### src/hw/rtl/sensor_window_extremes_reporter_unit_macros.svh
// Assertion macros for the sensor window extremes reporter.
// Needs clk_i and rst_ni in the including scope.
`ifndef SENSOR_WINDOW_EXTREMES_REPORTER_UNIT_MACROS_SVH
`define SENSOR_WINDOW_EXTREMES_REPORTER_UNIT_MACROS_SVH

// same-cycle implication
`define SWER_ASSERT_NOW(lbl, ante, cons) \
  lbl: assert property (@(posedge clk_i) disable iff (!rst_ni) (ante) |-> (cons)) \
    else $error("swer assertion failed");

// next-cycle implication
`define SWER_ASSERT_NEXT(lbl, ante, cons) \
  lbl: assert property (@(posedge clk_i) disable iff (!rst_ni) (ante) |=> (cons)) \
    else $error("swer assertion failed");

`endif

### src/hw/rtl/swer_pkg.sv
// Shared types and constants for the sensor window extremes reporter.
// No dependencies.
package swer_pkg;

  localparam int unsigned SENSOR_COUNT  = 8;
  localparam int unsigned SPREAD_WINDOW = 10;
  localparam int unsigned HOUR_WINDOW   = 60;
  localparam int unsigned TOP_COUNT     = 5;

  localparam int unsigned TEMP_W     = 8;
  localparam int unsigned IN_TDATA_W = 64;
  localparam int unsigned VALUE_W    = 9;
  localparam int unsigned RANK_W     = 3;
  localparam int unsigned KIND_W     = 2;
  localparam int unsigned OUT_TDATA_W = 16;

  localparam logic [KIND_W-1:0] KIND_SPREAD = 2'd0;
  localparam logic [KIND_W-1:0] KIND_TOP    = 2'd1;
  localparam logic [KIND_W-1:0] KIND_BOTTOM = 2'd2;

  typedef enum logic [2:0] {
    ST_IDLE,
    ST_UPDATE,
    ST_SSCAN,
    ST_SEMIT,
    ST_HSCAN,
    ST_HEMIT
  } state_e;

endpackage

### src/hw/rtl/swer_ram.sv
// Generic single-port-write, single-port-read RAM with registered read.
// No dependencies.
module swer_ram #(
  parameter int unsigned Width = 8,
  parameter int unsigned Depth = 16,
  localparam int unsigned AddrW = (Depth > 1) ? $clog2(Depth) : 1
) (
  input  logic             clk_i,
  input  logic             we_i,
  input  logic [AddrW-1:0] waddr_i,
  input  logic [Width-1:0] wdata_i,
  input  logic             re_i,
  input  logic [AddrW-1:0] raddr_i,
  output logic [Width-1:0] rdata_o
);

  logic [Width-1:0] mem_q [Depth];

  always_ff @(posedge clk_i) begin
    if (we_i) begin
      mem_q[waddr_i] <= wdata_i;
    end
    if (re_i) begin
      rdata_o <= mem_q[raddr_i];
    end
  end

endmodule

### src/hw/rtl/sensor_window_extremes_reporter_unit.sv
// Sensor window extremes reporter: per-period min/max into RAM rings, ranked reports.
// Items are taken in ST_IDLE and written to both rings in ST_UPDATE. A period that closes
// the spread window adds a scan of the spread ring; an hourly report adds
// 2*min(TopCount, HourWindow) scans of the hour ring, one per ranked value, as each ring
// has a single read port. Reset: asynchronous, active low; clears ring positions and
// control, not the ring contents.
`include "sensor_window_extremes_reporter_unit_macros.svh"

module sensor_window_extremes_reporter_unit #(
  parameter int unsigned SensorCount  = swer_pkg::SENSOR_COUNT,
  parameter int unsigned SpreadWindow = swer_pkg::SPREAD_WINDOW,
  parameter int unsigned HourWindow   = swer_pkg::HOUR_WINDOW,
  parameter int unsigned TopCount     = swer_pkg::TOP_COUNT
) (
  input  logic                               clk_i,
  input  logic                               rst_ni,
  input  logic                               s_axis_tvalid_i,
  output logic                               s_axis_tready_o,
  // temp_0 [7:0], temp_1 [15:8], ... temp_7 [63:56]
  input  logic [swer_pkg::IN_TDATA_W-1:0]    s_axis_tdata_i,
  output logic                               m_axis_tvalid_o,
  input  logic                               m_axis_tready_i,
  // value [8:0], rank [11:9], zero [15:12]
  output logic [swer_pkg::OUT_TDATA_W-1:0]   m_axis_tdata_o,
  // report_kind [1:0]
  output logic [swer_pkg::KIND_W-1:0]        m_axis_tuser_o,
  output logic                               m_axis_tlast_o
);

  localparam int unsigned TW     = swer_pkg::TEMP_W;
  localparam int unsigned SpAw   = $clog2(SpreadWindow);
  localparam int unsigned HrAw   = $clog2(HourWindow);
  localparam int unsigned ScanLen = (HourWindow > SpreadWindow) ? HourWindow : SpreadWindow;
  localparam int unsigned ScanW  = $clog2(ScanLen);
  localparam int unsigned CntW   = $clog2(HourWindow + 1);
  localparam int unsigned NRank  = (TopCount < HourWindow) ? TopCount : HourWindow;
  localparam int unsigned RkW    = (NRank > 1) ? $clog2(NRank) : 1;

  localparam logic [SpAw-1:0]  SpLast   = SpAw'(SpreadWindow - 1);
  localparam logic [HrAw-1:0]  HrLast   = HrAw'(HourWindow - 1);
  localparam logic [ScanW-1:0] SpScanEnd = ScanW'(SpreadWindow - 1);
  localparam logic [ScanW-1:0] HrScanEnd = ScanW'(HourWindow - 1);
  localparam logic [RkW-1:0]   RkLast   = RkW'(NRank - 1);

  swer_pkg::state_e state_q, state_d;

  // --- input min/max, taken at the transfer
  logic signed [TW-1:0] in_lo, in_hi;
  always_comb begin
    in_lo = s_axis_tdata_i[TW-1:0];
    in_hi = s_axis_tdata_i[TW-1:0];
    for (int unsigned s = 1; s < SensorCount; s++) begin
      if ($signed(s_axis_tdata_i[s*TW +: TW]) < in_lo) in_lo = s_axis_tdata_i[s*TW +: TW];
      if ($signed(s_axis_tdata_i[s*TW +: TW]) > in_hi) in_hi = s_axis_tdata_i[s*TW +: TW];
    end
  end

  logic signed [TW-1:0] lo_q, hi_q;
  logic [SpAw-1:0] sp_pos_q;
  logic [HrAw-1:0] hr_pos_q;
  logic            hr_rep_q;

  // scan control
  logic [ScanW-1:0] idx_q;
  logic             issuing_q;
  logic             rd_v_q, rd_last_q;
  logic             dir_max_q;          // 1: maxima pass, 0: minima pass
  logic [RkW-1:0]   rank_q;

  // accumulators
  logic [TW-1:0]        sp_best_q;
  logic signed [TW-1:0] cand_q, prev_q;
  logic                 cand_found_q, have_prev_q;
  logic [CntW-1:0]      cnt_eq_q, used_q;
  logic                 done_q;         // last read beat consumed

  // outputs of the output decode block
  logic in_take, ram_we, scan_start, load_out;

  // --- next state
  always_comb begin
    state_d = state_q;
    case (state_q)
      swer_pkg::ST_IDLE:   if (s_axis_tvalid_i) state_d = swer_pkg::ST_UPDATE;
      swer_pkg::ST_UPDATE: begin
        if (sp_pos_q == SpLast)      state_d = swer_pkg::ST_SSCAN;
        else if (hr_pos_q == HrLast) state_d = swer_pkg::ST_HSCAN;
        else                         state_d = swer_pkg::ST_IDLE;
      end
      swer_pkg::ST_SSCAN:  if (done_q) state_d = swer_pkg::ST_SEMIT;
      swer_pkg::ST_SEMIT:  if (load_out) begin
        state_d = hr_rep_q ? swer_pkg::ST_HSCAN : swer_pkg::ST_IDLE;
      end
      swer_pkg::ST_HSCAN:  if (done_q) state_d = swer_pkg::ST_HEMIT;
      swer_pkg::ST_HEMIT:  if (load_out) begin
        state_d = (!dir_max_q && rank_q == RkLast) ? swer_pkg::ST_IDLE : swer_pkg::ST_HSCAN;
      end
      default: state_d = swer_pkg::ST_IDLE;
    endcase
  end

  logic out_valid_q;

  // --- control outputs
  always_comb begin
    in_take    = 1'b0;
    ram_we     = 1'b0;
    scan_start = 1'b0;
    load_out   = 1'b0;
    case (state_q)
      swer_pkg::ST_IDLE:   in_take = s_axis_tvalid_i;
      swer_pkg::ST_UPDATE: begin
        ram_we     = 1'b1;
        scan_start = (sp_pos_q == SpLast) || (hr_pos_q == HrLast);
      end
      // a new scan starts only when another report follows
      swer_pkg::ST_SEMIT: begin
        load_out   = !out_valid_q || m_axis_tready_i;
        scan_start = load_out && hr_rep_q;
      end
      swer_pkg::ST_HEMIT: begin
        load_out   = !out_valid_q || m_axis_tready_i;
        scan_start = load_out && !(!dir_max_q && rank_q == RkLast);
      end
      default: ;
    endcase
  end

  assign s_axis_tready_o = (state_q == swer_pkg::ST_IDLE);

  // --- rings
  logic [TW-1:0]   sp_rdata;
  logic [2*TW-1:0] hr_rdata;
  logic            rd_en;

  assign rd_en = issuing_q;

  swer_ram #(.Width(TW), .Depth(SpreadWindow)) u_spread_ram (
    .clk_i  (clk_i),
    .we_i   (ram_we),
    .waddr_i(sp_pos_q),
    .wdata_i(hi_q - lo_q),
    .re_i   (rd_en && state_q == swer_pkg::ST_SSCAN),
    .raddr_i(idx_q[SpAw-1:0]),
    .rdata_o(sp_rdata)
  );

  // {max, min} per period
  swer_ram #(.Width(2*TW), .Depth(HourWindow)) u_hour_ram (
    .clk_i  (clk_i),
    .we_i   (ram_we),
    .waddr_i(hr_pos_q),
    .wdata_i({hi_q, lo_q}),
    .re_i   (rd_en && state_q == swer_pkg::ST_HSCAN),
    .raddr_i(idx_q[HrAw-1:0]),
    .rdata_o(hr_rdata)
  );

  // --- scan datapath
  logic signed [TW-1:0] x;
  logic                 elig, better_x, is_eq;
  assign x        = dir_max_q ? hr_rdata[2*TW-1:TW] : hr_rdata[TW-1:0];
  assign elig     = !have_prev_q || (dir_max_q ? (x < prev_q) : (x > prev_q));
  assign better_x = !cand_found_q || (dir_max_q ? (x > cand_q) : (x < cand_q));
  assign is_eq    = have_prev_q && (x == prev_q);

  logic                 repeat_prev;
  logic signed [TW-1:0] hr_value;
  assign repeat_prev = have_prev_q && (cnt_eq_q > used_q);
  assign hr_value    = repeat_prev ? prev_q : cand_q;

  logic [ScanW-1:0] scan_end;
  assign scan_end = (state_q == swer_pkg::ST_SSCAN) ? SpScanEnd : HrScanEnd;

  always_ff @(posedge clk_i or negedge rst_ni) begin
    if (!rst_ni) begin
      state_q     <= swer_pkg::ST_IDLE;
      sp_pos_q    <= '0;
      hr_pos_q    <= '0;
      hr_rep_q    <= 1'b0;
      issuing_q   <= 1'b0;
      rd_v_q      <= 1'b0;
      rd_last_q   <= 1'b0;
      done_q      <= 1'b0;
      dir_max_q   <= 1'b1;
      rank_q      <= '0;
      have_prev_q <= 1'b0;
      out_valid_q <= 1'b0;
    end else begin
      state_q <= state_d;
      if (ram_we) begin
        sp_pos_q  <= (sp_pos_q == SpLast) ? '0 : sp_pos_q + 1'b1;
        hr_pos_q  <= (hr_pos_q == HrLast) ? '0 : hr_pos_q + 1'b1;
        hr_rep_q  <= (hr_pos_q == HrLast);
        dir_max_q   <= 1'b1;
        rank_q      <= '0;
        have_prev_q <= 1'b0;
      end
      // read issue, one address a cycle
      if (scan_start) begin
        issuing_q <= 1'b1;
      end else if (issuing_q && idx_q == scan_end) begin
        issuing_q <= 1'b0;
      end
      rd_v_q    <= issuing_q;
      rd_last_q <= issuing_q && idx_q == scan_end;
      done_q    <= rd_last_q && !scan_start;
      if (scan_start) done_q <= 1'b0;
      // rank bookkeeping on each hourly result
      if (load_out && state_q == swer_pkg::ST_HEMIT) begin
        have_prev_q <= 1'b1;
        if (rank_q == RkLast) begin
          rank_q      <= '0;
          dir_max_q   <= 1'b0;
          have_prev_q <= 1'b0;
        end else begin
          rank_q <= rank_q + 1'b1;
        end
      end
      if (load_out) begin
        out_valid_q <= 1'b1;
      end else if (m_axis_tready_i) begin
        out_valid_q <= 1'b0;
      end
    end
  end

  logic [swer_pkg::VALUE_W-1:0] out_value_q;
  logic [swer_pkg::RANK_W-1:0]  out_rank_q;
  logic [swer_pkg::KIND_W-1:0]  out_kind_q;
  logic                         out_last_q;

  // payload registers
  always_ff @(posedge clk_i) begin
    if (in_take) begin
      lo_q <= in_lo;
      hi_q <= in_hi;
    end
    if (scan_start) begin
      idx_q        <= '0;
      sp_best_q    <= '0;
      cand_found_q <= 1'b0;
      cnt_eq_q     <= '0;
    end else if (issuing_q) begin
      idx_q <= idx_q + 1'b1;
    end
    if (rd_v_q && !scan_start) begin
      if (state_q == swer_pkg::ST_SSCAN) begin
        if (sp_rdata > sp_best_q) sp_best_q <= sp_rdata;
      end else begin
        if (elig && better_x) begin
          cand_q       <= x;
          cand_found_q <= 1'b1;
        end
        if (is_eq) cnt_eq_q <= cnt_eq_q + 1'b1;
      end
    end
    if (load_out && state_q == swer_pkg::ST_HEMIT) begin
      if (repeat_prev) begin
        used_q <= used_q + 1'b1;
      end else begin
        prev_q <= cand_q;
        used_q <= CntW'(1);
      end
    end
    if (load_out) begin
      if (state_q == swer_pkg::ST_SEMIT) begin
        out_kind_q  <= swer_pkg::KIND_SPREAD;
        out_value_q <= {1'b0, sp_best_q};
        out_rank_q  <= '0;
        out_last_q  <= !hr_rep_q;
      end else begin
        out_kind_q  <= dir_max_q ? swer_pkg::KIND_TOP : swer_pkg::KIND_BOTTOM;
        out_value_q <= {hr_value[TW-1], hr_value};
        out_rank_q  <= swer_pkg::RANK_W'(rank_q);
        out_last_q  <= !dir_max_q && rank_q == RkLast;
      end
    end
  end

  assign m_axis_tvalid_o = out_valid_q;
  assign m_axis_tdata_o  = {{(swer_pkg::OUT_TDATA_W - swer_pkg::VALUE_W - swer_pkg::RANK_W){1'b0}},
                            out_rank_q, out_value_q};
  assign m_axis_tuser_o  = out_kind_q;
  assign m_axis_tlast_o  = out_last_q;

  // --- assertions
  `SWER_ASSERT_NOW(a_beat_in_scan, rd_v_q && !rd_last_q,
                   state_q == swer_pkg::ST_SSCAN || state_q == swer_pkg::ST_HSCAN)
  `SWER_ASSERT_NEXT(a_take_then_update, s_axis_tvalid_i && s_axis_tready_o,
                    state_q == swer_pkg::ST_UPDATE)
  `SWER_ASSERT_NOW(a_spread_scan_wrapped, state_q == swer_pkg::ST_SSCAN, sp_pos_q == '0)
  `SWER_ASSERT_NOW(a_hour_scan_wrapped, state_q == swer_pkg::ST_HSCAN, hr_pos_q == '0)

endmodule
### config.mk
export PLATFORM = sky130hd
export DESIGN_NAME = sensor_window_extremes_reporter_unit
export DESIGN_NICKNAME = d
export VERILOG_FILES = /design/src/hw/rtl/swer_pkg.sv /design/src/hw/rtl/swer_ram.sv /design/src/hw/rtl/sensor_window_extremes_reporter_unit.sv
export VERILOG_INCLUDE_DIRS = /design/src /design/src/hw/rtl
export SDC_FILE = /design/constraint.sdc
export NUM_CORES = 2
export LEC_CHECK = 0
export BUFFER_PORTS_ARGS = -buffer_cell sky130_fd_sc_hd__clkbuf_2
export CAP_MARGIN = 20
export CORE_MARGIN = 2
export CORE_UTILIZATION = 63
export DETAILED_ROUTE_END_ITERATION = 12
export PLACE_DENSITY = 0.79
export SETUP_SLACK_MARGIN = 0.5
export SYNTH_ARGS = -nofsm -noshare
export SYNTH_HDL_FRONTEND = slang
export SYNTH_SLANG_ARGS = --single-unit
### constraint.sdc
create_clock -name clk_i -period 4.73 [get_ports clk_i]
set_input_delay 0 -clock clk_i [delete_from_list [all_inputs] [get_ports clk_i]]
set_output_delay 0 -clock clk_i [all_outputs]
set_load 0.1 [all_outputs]
==> results.md <==
- Status: finished, violations left
- Failing checks: setup timing
- Finished Cell Area: a little under 60000 um2
- Sequential Area: approximately 35000 um2
- Setup crit start kind: input port
- Synth top area share: 0.6725
- Async SR Flop Fraction: 0.02065
- Crit Path Class: in2reg
- Worst Path Required: 5150 ps
- Drt pass-1 iters: 5
- RePlAce Congestion: 0.9370
- Clk root buf: clkbuf_16
- H-tree Lvls: 3
- Total grt overflow: 0
- Final wirelength: approximately 130 mm
- Clock transition at path regs: 60 ps
- Max_cap viols: 0
- RSZ-0062 raised after global routing: true
- Power per cell area: roughly 610 nW/um2
- Final setup fails: 16
- Yosys reg bits: between 1000 and 1500
- Share of layout cells above drive strength 1: 0.3557
- Post-route DRC: 0
- Post-Syn Area: about 50000 um2
- Reg-to-Reg End: cand_found_q
- Worst VDD drop: between 1000 and 1500 uV
- Instance area at placement: 54140 um2
- Core area: ~79000 um2
- Starting Density: 0.6334
- Path depth of the worst reg2reg path: 13
- Filler cells: 4136
- Die Height: ~290 um
- Main flop type after synthesis: edfxtp_1
- Clk sink count: about 1200
- Vias: 29360
- Slew Viols, Final: 0
- Worst Hold Class: in2reg
- Worst hold margin: approximately 140 ps
- Largest net degree at the start of global routing: slightly above 70
- DP HPWL: approximately 76 mm
- Crit path time final: about 11000 ps
- Syn Area/Cell: 18.01 um2
- CP most frequent cell: buf_4
- Critical R2R Launch: dir_max_q
- Area grow syn2layout: 19.08%
- Post-route setup slack: -6266 ps
- Via density: approximately 6.7
- Die width: 285.4 um
- IO Count: 89
- Max-slew headroom: 0.3016
- Synth unique cells: 88
- CTS buffer count: about 110
- Hold Crit Start: s_axis_tdata_i[46]
- Skew final: 48.63 ps
- DR WL/cell: between 30 and 40 um
- Comb power frac: 0.405
- Final setup TNS: -97880 ps
- Area contributors post-synth: edfxtp_1, mux4_2, ha_1, mux2i_1, nor2_1
- FMAX: between 0.09 and 0.1 GHz
- Final nets: between 3000 and 4000
- Switching Fraction: 0.3375
- WHS Path Cells: 5
- Worst reg-to-reg setup slack: between 1000 and 1500 ps
- Setup crit end kind: flop
- Initial antenna violation count: 3
- Internal: around 24 mW
- Critical-path top delay cell: mux2i_4
- CP max FO: 8
- Fin crit share: 2.325
- Vias in the first global route: approximately 30000
- Sequential share of the synthesized area: 0.6930
- Iteration-0 DRC count of the detailed router: ~3500
- First-pass GRT wire length: a little under 200 mm
- Die area: between 80000 and 90000 um2
- Static Leak: just over 20 nW
- Number of port buffers: 84
- Worst Tran Pin Value: about 1000 ps
- Hold endpoint: hi_q[6]
- Syn. warnings: 0
- Routed Antenna Nets: 0
- Sequential fraction of design power: 0.352
- Multi-input gate area: between 15000 and 20000 um2
- Post-synthesis cell count: between 2000 and 3000
- Net Sw Power: approximately 12 mW
- Clock power share: 0.243
- CTS tree: done
- EDFF count, synth: roughly 1100
- Skew-Pair Late Insertion Delay: roughly 690 ps
- Final hold violation count: 0
- CP max stage delay: around 360 ps
- Data arrival, critical path: 11420 ps
- Rows: between 100 and 150
- Post-synth top area cell: edfxtp_1
- Max Buffers Root-to-Sink: 3
- All-Layer GR Usage: 0.3301
## synth_stat cells, types with 26 or more instances
cell,number
clkbuf_1,95
a21o_1,26
inv_1,128
mux2i_1,68
nand2b_1,26
o21ai_0,78
mux4_2,320
edfxtp_1,1117
nor2b_1,26
nand2_1,133
nand3_1,28
nor2_1,166
a21oi_1,86
ha_1,131
## logic make-up after synthesis
family | Yosys count | synth area share
DFF | 1162 | 0.6930
and+or+nand+nor | 472 | 0.04415
muxes | 415 | 0.1645
AOI/OAI and AO/OA | 301 | 0.03969
buffers and inverters | 254 | 0.01959
adders and majority gates | 136 | 0.03412
xor gates and xnor gates | 28 | 0.004917
other | 1 | 0.00007518
## metrics by stage
stage / std cells / util / total power, mW / worst slack, ps
after floorplan: 2772 / - / 21.28 / -6881
after global placement: 4120 / 0.6874 / 25.40 / -6788
after detailed placement: 4122 / 0.6875 / 25.92 / -7362
after CTS: 4384 / 0.7440 / 35.62 / -6182
after global routing: 4404 / 0.7543 / 37.79 / -6737
final: 4406 / 0.7543 / 36.41 / -6266
## layer usage
layer / vias up / track usage / wire length (um)
li1: 12070 / - / -
met1: 15000 / 0.4377 / 46650
met2: 2003 / 0.5510 / 67460
met3: 285 / 0.05688 / 13260
met4: 4 / 0.1346 / 5638
met5: - / 0.003488 / 27
## sequential cells by signal (all words and copies together) (netlist names), 8 cells and up
register,cells
cand_q,8
hi_q,8
lo_q,8
out_value_q,9
prev_q,8
sp_best_q,8
u_hour_ram.mem_q,960
u_hour_ram.rdata_o,16
u_spread_ram.mem_q,80
u_spread_ram.rdata_o,8
## worst max-delay path, delay by kind of cell
kind / cells / cell delay (ps)
AOI/OAI and AO/OA: 22 / 3440
buffers and inverters: 22 / 2580
and+or+nand+nor: 23 / 2570
adders and majority gates: 6 / 1530
muxes: 4 / 1270
## layout by cell type (no fill, tap or decap), types with 11 or more instances in the layout
| cell type | n |
|---|---|
| o21ai_0 | 60 |
| nor2_2 | 12 |
| nand3_1 | 27 |
| buf_6 | 25 |
| a21oi_2 | 28 |
| clkinv_2 | 20 |
| nor2b_1 | 25 |
| mux2i_1 | 54 |
| dlygate4sd3_1 | 20 |
| nand2b_1 | 24 |
| ha_4 | 25 |
| dfrtp_1 | 23 |
| xnor2_1 | 16 |
| mux2_2 | 19 |
| nand4_1 | 19 |
| inv_2 | 11 |
| inv_1 | 111 |
| nor2_1 | 149 |
| clkbuf_2 | 73 |
| clkbuf_1 | 22 |
| buf_12 | 11 |
| clkinv_1 | 21 |
| a21o_1 | 26 |
| ha_1 | 104 |
| o21ai_1 | 14 |
| nand3b_1 | 11 |
| clkbuf_16 | 107 |
| and2_1 | 12 |
| xor2_1 | 12 |
| nor3_1 | 13 |
| mux4_2 | 320 |
| buf_4 | 368 |
| dfxtp_1 | 17 |
| bufinv_16 | 14 |
| edfxtp_1 | 1117 |
| nand2_1 | 115 |
| a21oi_1 | 53 |
## power groups by stage
stage | registers [mW] | logic (mW) | clock network [mW]
2_1_floorplan | 13.2 | 8.04 | 0
3_3_place_gp | 12.9 | 12.5 | 0
3_5_place_dp | 13.0 | 12.9 | 0
4_1_cts | 12.8 | 13.9 | 8.89
5_1_grt | 12.8 | 15.7 | 9.25
6_report | 12.8 | 14.8 | 8.85
## worst max path at each step
| stage | start | cells past startpoint | end |
|---|---|---|---|
| 2_1_floorplan | s_axis_tdata_i[4] | 77 | hi_q[3] |
| 3_3_place_gp | s_axis_tdata_i[3] | 69 | lo_q[3] |
| 3_5_place_dp | s_axis_tdata_i[3] | 71 | hi_q[4] |
| 4_1_cts | s_axis_tdata_i[5] | 67 | lo_q[3] |
| 5_1_grt | s_axis_tdata_i[13] | 75 | hi_q[7] |
| 6_report | s_axis_tdata_i[15] | 77 | hi_q[4] |
## final cells by class
cell class | instances | share of cell area
Antenna cell | 2 | 0.00008426
Clock buffer | 132 | 0.04716
Clock inverter | 71 | 0.01319
Inverter | 128 | 0.008679
Multi-Input combinational cell | 1358 | 0.2609
Sequential cell | 1162 | 0.5822
Tap cell | 1050 | 0.02212
Timing Repair Buffer | 503 | 0.06566
## timing repair
action                     CTS  global route
resized for setup           81           148
pin swaps                   43            92
buffers inserted            35            20
hold endpoints to repair    42             0
gates cloned                 3             0
setup endpoints to repair   16            16
hold buffers                21             0
(Power assumes the default switching activity.)
